**src/sv/stil_pkg.sv**
```systemverilog
// ----------------------------------------------------------------------------
// stil_pkg
// Shared types and constants for the strip triangle index lookup block.
// ----------------------------------------------------------------------------
package stil_pkg;

    localparam int FUNC_W = 2;
    localparam int POS_W  = 12;
    localparam int VAL_W  = 16;
    localparam int TRI_W  = 12;
    localparam int LEN_W  = 13;
    localparam int VTX_W  = 16;
    localparam int SC_W   = 9;
    localparam int TC_W   = 13;

    localparam int APB_AW = 3;
    localparam int APB_DW = 32;

    // A strip of length L carries L - MIN_STRIP_LEN triangles
    localparam int MIN_STRIP_LEN = 2;

    typedef enum logic [FUNC_W-1:0] {
        FUNC_LEN_WR = 2'd0,
        FUNC_IDX_WR = 2'd1,
        FUNC_QUERY  = 2'd2,
        FUNC_NOP    = 2'd3
    } t_func;

    typedef enum logic {
        REG_STRIP_COUNT = 1'b0,
        REG_TRI_COUNT   = 1'b1
    } t_reg_idx;

    typedef struct packed {
        logic accept;
        logic walk;
        logic addr;
        logic idx_rd;
        logic capture;
        logic load_out;
    } t_dp_cmd;

    typedef struct packed {
        logic tri_over;
        logic walk_end;
        logic hit;
        logic ptr_over;
        logic out_free;
    } t_dp_stat;

endpackage

```
**src/sv/stil_ctrl.sv**
```systemverilog
// ----------------------------------------------------------------------------
// stil_ctrl
// Sequencer: accepts one word, walks the strip table, fetches three indices.
// ----------------------------------------------------------------------------
module stil_ctrl (
    input  logic              i_clk,
    input  logic              i_rst_n,
    input  logic              i_in_valid,
    input  logic [1:0]        i_func,
    input  stil_pkg::t_dp_stat i_stat,
    output logic              o_in_ready,
    output stil_pkg::t_dp_cmd o_cmd
);
    import stil_pkg::*;

    typedef enum logic [2:0] {
        ST_IDLE,
        ST_WALK,
        ST_ADDR,
        ST_RD0,
        ST_RD1,
        ST_RD2,
        ST_RD3,
        ST_DONE
    } t_state;

    t_state r_state;
    t_state n_state;
    logic   accept;

    assign o_in_ready = (r_state == ST_IDLE);
    assign accept     = i_in_valid && (r_state == ST_IDLE);

    always_comb begin
        o_cmd          = '0;
        o_cmd.accept   = accept;
        n_state        = r_state;
        unique case (r_state)
            ST_IDLE: begin
                if (accept) begin
                    if ((t_func'(i_func) == FUNC_QUERY) && !i_stat.tri_over) begin
                        n_state = ST_WALK;
                    end else begin
                        n_state = ST_DONE;
                    end
                end
            end
            ST_WALK: begin
                o_cmd.walk = 1'b1;
                if (i_stat.walk_end) begin
                    n_state = ST_DONE;
                end else if (i_stat.hit) begin
                    n_state = ST_ADDR;
                end
            end
            ST_ADDR: begin
                o_cmd.addr = 1'b1;
                n_state    = i_stat.ptr_over ? ST_DONE : ST_RD0;
            end
            ST_RD0: begin
                o_cmd.idx_rd = 1'b1;
                n_state      = ST_RD1;
            end
            ST_RD1: begin
                o_cmd.idx_rd  = 1'b1;
                o_cmd.capture = 1'b1;
                n_state       = ST_RD2;
            end
            ST_RD2: begin
                o_cmd.idx_rd  = 1'b1;
                o_cmd.capture = 1'b1;
                n_state       = ST_RD3;
            end
            ST_RD3: begin
                o_cmd.capture = 1'b1;
                n_state       = ST_DONE;
            end
            ST_DONE: begin
                // hold until the output register can take the result
                if (i_stat.out_free) begin
                    o_cmd.load_out = 1'b1;
                    n_state        = ST_IDLE;
                end
            end
            default: n_state = ST_IDLE;
        endcase
    end

    always_ff @(posedge i_clk) begin
        if (!i_rst_n) begin
            r_state <= ST_IDLE;
        end else begin
            r_state <= n_state;
        end
    end

endmodule

```
**config.mk**
```make
export PLATFORM = sky130hd
export DESIGN_NAME = stil_ctrl
export DESIGN_NICKNAME = d
export VERILOG_FILES = /design/src/sv/stil_pkg.sv /design/src/sv/stil_ctrl.sv
export SDC_FILE = /design/constraint.sdc
export NUM_CORES = 1
export LEC_CHECK = 0
export ABC_AREA = 1
export BUFFER_PORTS_ARGS = -buffer_cell sky130_fd_sc_hd__buf_4
export CAP_MARGIN = 40
export CORE_AREA = 10 10 47 49
export DETAILED_ROUTE_END_ITERATION = 7
export DIE_AREA = 0 0 57 59
export GPL_TIMING_DRIVEN = 0
export PLACE_DENSITY = 0.55
export SYNTH_ARGS = -nofsm -noshare
export SYNTH_HDL_FRONTEND = slang
export SYNTH_SLANG_ARGS = --single-unit
```
**constraint.sdc**
```tcl
create_clock -name i_clk -period 1.75 [get_ports i_clk]
set_clock_uncertainty 0.2 [all_clocks]
set_input_delay 0 -clock i_clk [delete_from_list [all_inputs] [get_ports i_clk]]
set_output_delay 0 -clock i_clk [all_outputs]
set_load 0.01 [all_outputs]
```
==> results of run 1 <==
worst reg2reg max path, delay by kind of cell (launching register included):
| kind | cells | cell delay, ns |
|---|---|---|
| flops | 1 | 0.30 |
| buf+inv | 2 | 0.67 |
| simple gates | 4 | 0.38 |
cells in the final DEF, fill, tap and decap left out:
| cell | n |
|---|---|
| a21oi_1 | 1 |
| a21oi_2 | 2 |
| buf_4 | 17 |
| buf_6 | 1 |
| clkbuf_1 | 1 |
| clkbuf_4 | 4 |
| dfxtp_1 | 3 |
| dlygate4sd3_1 | 6 |
| inv_1 | 4 |
| inv_2 | 2 |
| nand2_1 | 8 |
| nand2_2 | 1 |
| nand3_1 | 3 |
| nand3_2 | 2 |
| nand4_1 | 1 |
| nor2_1 | 6 |
| nor2_2 | 2 |
| nor2_4 | 1 |
| nor3_1 | 3 |
| nor3b_1 | 1 |
| o21ai_1 | 2 |
how the worst max path moves through the flow:
stage	start	end	slack, ns
floorplan	r_state[0]	r_state[1]	0.54
global placement	r_state[0]	r_state[2]	0.45
detailed placement	r_state[0]	r_state[2]	0.43
CTS	r_state[0]	r_state[0]	0.07
global route	r_state[2]	r_state[0]	0.01
finish	r_state[2]	r_state[0]	0.10
per-layer routing:
metal | global-route usage (%) | up-vias
met2 | 7.13 | 15
met5 | 0 | -
li1 | - | 196
met4 | 3.02 | 0
met3 | 1.93 | 2
met1 | 5.70 | 146
final cells by class:
cell class / instances / share of cell area, %
inverter: 6 / 4.38
buffer: 3 / 5.11
timing repair buffer: 22 / 35.0
multi-input combinational: 33 / 34.8
sequential: 3 / 11.7
tap: 16 / 3.89
clock buffer: 4 / 5.11
power breakdown:
| part | internal, uW | leakage (uW) | total, uW | switching [uW] |
|---|---|---|---|---|
| registers | 99.1 | 0.0000251 | 128 | 29.2 |
| clock network | 85.6 | 0.0000150 | 123 | 37.9 |
| logic | 247 | 0.000224 | 527 | 280 |
| total | 432 | 0.000264 | 778 | 347 |
through the flow:
| step | worst slack [ns] | instances | util (%) |
|---|---|---|---|
| after global routing | 0.0122 | 87 | 36.7 |
| after detailed placement | 0.431 | 77 | 30.4 |
| after global placement | 0.446 | 77 | 30.4 |
| final | 0.105 | 87 | 36.7 |
| after floorplan | 0.541 | 45 | - |
| after CTS | 0.0703 | 87 | 36.5 |
cells by family after synthesis:
logic type             count (synthesis)  synth area share [%]
buffers and inverters                  9                  16.2
DFF                                    3                  21.1
and+or+nand+nor                       28                  51.3
AOI/OAI and AO/OA                      5                  11.4
what timing repair did:
action	CTS	global route
endpoints found under the setup margin	0	1
resized for setup	0	2
endpoints found under the hold margin	3	0
hold buffers	6	0
==> impl_metrics.csv, run 1 <==
group,metric,value,unit
layout,fillers,155,
grt,overflow,0,
critical_path,critPathTopFamily,"buffers and inverters",
critical_path,worstReg2RegEnd,"r_state[0]",
grt,gr-usage-all-layers,4.84,%
floorplanning,fp-row-count,14,
critical_path,reg2reg_depth,6,
layout,largest_register,"r_state",
sta,fin_crit_sh,94.0,%
layout,largestRegisters,"r_state: 3 flops",
route,detail_route.wl_per_cell,9.20,um
route,dr.max_layer_used,"met4",
critical_path,crit_cells,6,
floorplanning,dieWidth,57,um
min_path,min_to,"r_state[0]",
clock_tree,cts_made_buffers,3,
sta,slew_headroom,82.2,%
floorplanning,die_h,59,um
critical_path,reg2reg_slack,0.10,ns
layout,area_growth,80.3,%
route,via_count,359,
grt,grt_first_pass_wirelength,1.38,mm
min_path,hold_class,"in -> reg",
layout,nets,82,
yosys,yosys_register_bits,3,
critical_path,cpMaxStageDelayCell,"dlygate4sd3_1",
placement,postPlaceCellArea,425,um2
critical_path,arrival,1.57,ns
sta,final_max_slew_viol_count,0,
layout,final_cell_area,514,um2
yosys,yosys.cell_types.count,19,
critical_path,start_kind,"flop",
placement,globalplace.congestion,0.722,
route,drt-total-wl,800,um
sta,setup_viol,0,
floorplanning,io_pins,17,
grt,grt_antenna_before_repair,0,
yosys,synth_edf_count,0,
sta,max_freq,608,MHz
power_and_ir_drop,peakVddDrop,0.000495,V
yosys,yosys-top-cells-area,"dfxtp_1, nand2_1, nor2_1, nand3_2, inv_1",
yosys,synthCells,45,
layout,seqCellArea,60.1,um2
critical_path,slowest_delay,0.54,ns
yosys,ys_seq_area_share,21.1,%
route,ant_nets,0,
floorplanning,core_area,0.00140,mm2
placement,dp_hpwl,656,um
sta,fin_setup_tns,0,ns
layout,largest_reg_flops,3,
clock_tree,ctsHtreeMaxLevel,1,
placement,io_buffers,16,
sta,tightest_slew,0.266,ns
route,drt-pass1-iter-count,2,
route,avgViaCountPerCell,4.13,
sta,grt_setup_unrepaired,"no",
clock_tree,clockBufferDepth,2,
grt,grt_pass1_vias,341,
min_path,hold_depth,6,
layout,drive_above_1_share,45.1,%
critical_path,cp_max_fo,8,
critical_path,regToRegStartpoint,"r_state[2]",
floorplanning,initial_core_util,20.4,%
sta,hold-worst-slack,0.0492,ns
route,drt_iter0_drc,1,
clock_tree,cts_tree,"yes",
critical_path,crit_path_cell_trace,"buf_6 -> nor2_4 -> nand3_2 -> nand2_1 -> dlygate4sd3_1 -> nor2_1",
route,wl_met3,79,um
yosys,synthFlopType,"dfxtp_1",
yosys,synth_top_area_cell,"dfxtp_1",
job,cap_violations,0,
sta,hold_viol_final,0,
route,met1_length,391,um
route,drc,0,
clock_tree,cts_setup_buffers,0,
critical_path,end_kind,"flop",
yosys,syn_nets,55,
floorplanning,dieArea,0.00336,mm2
power_and_ir_drop,p_leak,0.000264,uW
clock_tree,cts_root_buf,"clkbuf_4",
yosys,synth-async-reset-ratio,0,%
yosys,ys_warn_count,0,
critical_path,cp_num_buf_inv,2,
clock_tree,clk_pin_slew,0.04,ns
yosys,syn_area,285,um2
layout,num_antenna_cells,0,
sta,fin_crit,1.65,ns
critical_path,required,1.68,ns
power_and_ir_drop,p_total,778,uW
yosys,yosysMostFrequentCell,"nand2_1",
yosys,postSynthAreaPerCell,6.34,um2
yosys,netlist.area_leader.share,21.1,%
power_and_ir_drop,power.density,1510,mW/mm2
route,route.met2.wl,319,um
run_status,outcome,"finished clean",
critical_path,worst-setup-path-type,"reg -> reg",
yosys,netlist_top_cells_count,"nand2_1, nor2_1, inv_1",
grt,grt_max_degree,10,
clock_tree,cts.sinks,3,
layout,multi_input_area,179,um2
clock_tree,clock_latency,0.23,ns
min_path,worstHoldStart,"i_stat[0]",
Power figures use the tool's default switching activity.
==> inputs of run 2 (changes only) <==
--- a/config.mk
+++ b/config.mk
@@ -13,6 +13,8 @@
 export DIE_AREA = 0 0 57 59
 export GPL_TIMING_DRIVEN = 0
 export PLACE_DENSITY = 0.55
+export SETUP_SLACK_MARGIN = 0.4
+export SKIP_LAST_GASP = 1
 export SYNTH_ARGS = -nofsm -noshare
 export SYNTH_HDL_FRONTEND = slang
 export SYNTH_SLANG_ARGS = --single-unit
==> run 2 against run 1 <==
Against the previous run:
- fmax grew 22%
- clock power is essentially flat
- sequential share of layout area shrank 1.4 points
- highest routed layer unchanged
- die area is the same
- non-clock buffer count grew 5
- worst setup slack gained 0.30 ns
==> impl_metrics.csv, run 2 (synthesis gave the netlist of run 1 again) <==
group,metric,value,unit
run_status,outcome,"finished clean",
power_and_ir_drop,pwr-share-seq,13.6,%
min_path,worstHoldStart,"i_stat[2]",
placement,globalplace.congestion,0.722,
floorplanning,die_h,59,um
grt,grt_antenna_before_repair,0,
power_and_ir_drop,peakVddDrop,0.000702,V
layout,final_common_cell,"buf_4",
route,drt-total-wl,896,um
grt,grt_pass1_vias,348,
sta,slew_headroom,85.7,%
sta,final_max_slew_viol_count,0,
route,drc,0,
route,ant_nets,0,
critical_path,cp_max_fo,3,
layout,num_antenna_cells,0,
power_and_ir_drop,p_total,958,uW
power_and_ir_drop,power.net_switching,411,uW
grt,overflow,0,
route,drt_iter0_drc,1,
layout,seqCellArea,61.3,um2
route,via_count,388,
clock_tree,ctsHtreeMaxLevel,1,
job,cap_violations,0,
route,avgViaCountPerCell,4.22,
power_and_ir_drop,power.share.switching,42.9,%
route,drt-pass1-iter-count,3,
layout,final_cell_mix,"buf_4, nand2_1, dlygate4sd3_1, nor2_1",
placement,postPlaceCellArea,425,um2
floorplanning,io_pins,17,
critical_path,regToRegStartpoint,"r_state[2]",
floorplanning,dieArea,0.00336,mm2
floorplanning,dieWidth,57,um
placement,io_buffers,16,
layout,largest_reg_flops,3,
sta,grt_setup_unrepaired,"yes",
clock_tree,cts.sinks,3,
power_and_ir_drop,p_leak,0.000297,uW
layout,largest_register,"r_state",
layout,fillers,149,
sta,setup_viol,0,
grt,gr-usage-all-layers,5.01,%
clock_tree,cts_made_buffers,3,
layout,drive_above_1_share,57.9,%
floorplanning,initial_core_util,20.4,%
min_path,hold_class,"in -> reg",
sta,tightest_slew,0.213,ns
grt,grt_max_degree,10,
layout,multi_input_area,211,um2
grt,grt_first_pass_wirelength,1.43,mm
clock_tree,clk_pin_slew,0.04,ns
power_and_ir_drop,p_int,548,uW
clock_tree,cts_tree,"yes",
clock_tree,cts_root_buf,"clkbuf_4",
layout,area_growth,109,%
floorplanning,fp-row-count,14,
critical_path,end_kind,"output port",
power_and_ir_drop,power.density,1610,mW/mm2
layout,nets,87,
clock_tree,clock_latency,0.23,ns
power_and_ir_drop,clkPwrFrac,12.9,%
route,detail_route.wl_per_cell,9.74,um
critical_path,arrival,1.15,ns
clock_tree,clockBufferDepth,2,
layout,final_cell_area,596,um2
floorplanning,core_area,0.00140,mm2
sta,fin_setup_tns,0,ns
critical_path,critPathLaunch,"r_state[2]",
critical_path,required,1.55,ns
sta,fin_crit_sh,77.1,%
critical_path,reg2reg_slack,0.45,ns
power_and_ir_drop,combPwrFrac,73.5,%
layout,largestRegisters,"r_state: 3 flops",
sta,max_freq,741,MHz
critical_path,start_kind,"flop",
sta,fin_crit,1.35,ns
placement,dp_hpwl,656,um
critical_path,worst-setup-path-type,"reg -> out",
sta,hold_viol_final,0,
-- run 2: cell count changes in the layout (fill, tap and decap cells not counted), sizes merged --
| cell | delta |
|---|---|
| buf | +6 |
| clkbuf | -1 |
-- run 2: power by group through the flow --
stage | clock (uW) | sequential [uW] | combinational (uW)
2_1_floorplan | 0 | 125 | 352
3_5_place_dp | 0 | 128 | 513
5_1_grt | 134 | 136 | 775
3_3_place_gp | 0 | 128 | 512
4_1_cts | 127 | 131 | 621
6_report | 123 | 130 | 705
-- run 2: final timing paths --
path                      to  cells past startpoint
setup / recovery    o_cmd[5]                      6
hold / removal    r_state[1]                      5
setup reg to reg  r_state[1]                      6
hold reg to reg   r_state[1]                      4
-- run 2: layout make-up --
class / instances / share of cell area (%)
Tap cell: 16 / 3.36
Timing Repair Buffer: 27 / 37.8
Clock buffer: 4 / 4.41
Multi-Input combinational cell: 33 / 35.5
Inverter: 6 / 4.20
Sequential cell: 3 / 10.3
Buffer: 3 / 4.41
-- run 2: metal layers --
metal / track usage (%) / share of wire, % / vias up / routed length, um
met4: 3.02 / 1.1 / 0 / 10
met5: 0 / 0 / - / 0
li1: - / - / 207 / -
met2: 7.60 / 44 / 15 / 398
met1: 5.58 / 44 / 164 / 394
met3: 2.36 / 10 / 2 / 92
-- run 2: stage by stage --
stage / cells / setup slack [ns] / hold slack (ns) / utilization (%)
after floorplan: 45 / 0.541 / -0.0885 / -
final: 92 / 0.401 / 0.0220 / 42.5
after global routing: 92 / 0.339 / 0.0414 / 42.5
after CTS: 91 / 0.388 / 0.0369 / 39.2
after detailed placement: 77 / 0.431 / 0.0643 / 30.4
after global placement: 77 / 0.446 / 0.0562 / 30.4
-- run 2: timing repair --
action | 4_1_cts | 5_1_grt
setup buffers | 4 | 1
gates resized for setup | 4 | 10
pin swaps | 3 | 4
hold buffers | 6 | 0
endpoints found under the setup margin | 1 | 7
endpoints found under the hold margin | 3 | 0
-- run 2: worst max-delay path: stages, from the launching register on --
cell and delay [ns]:
dfxtp_1 0.30, buf_6 0.12, nor2_4 0.12, nand2_2 0.08, nor2_2 0.11, buf_4 0.11, buf_6 0.09
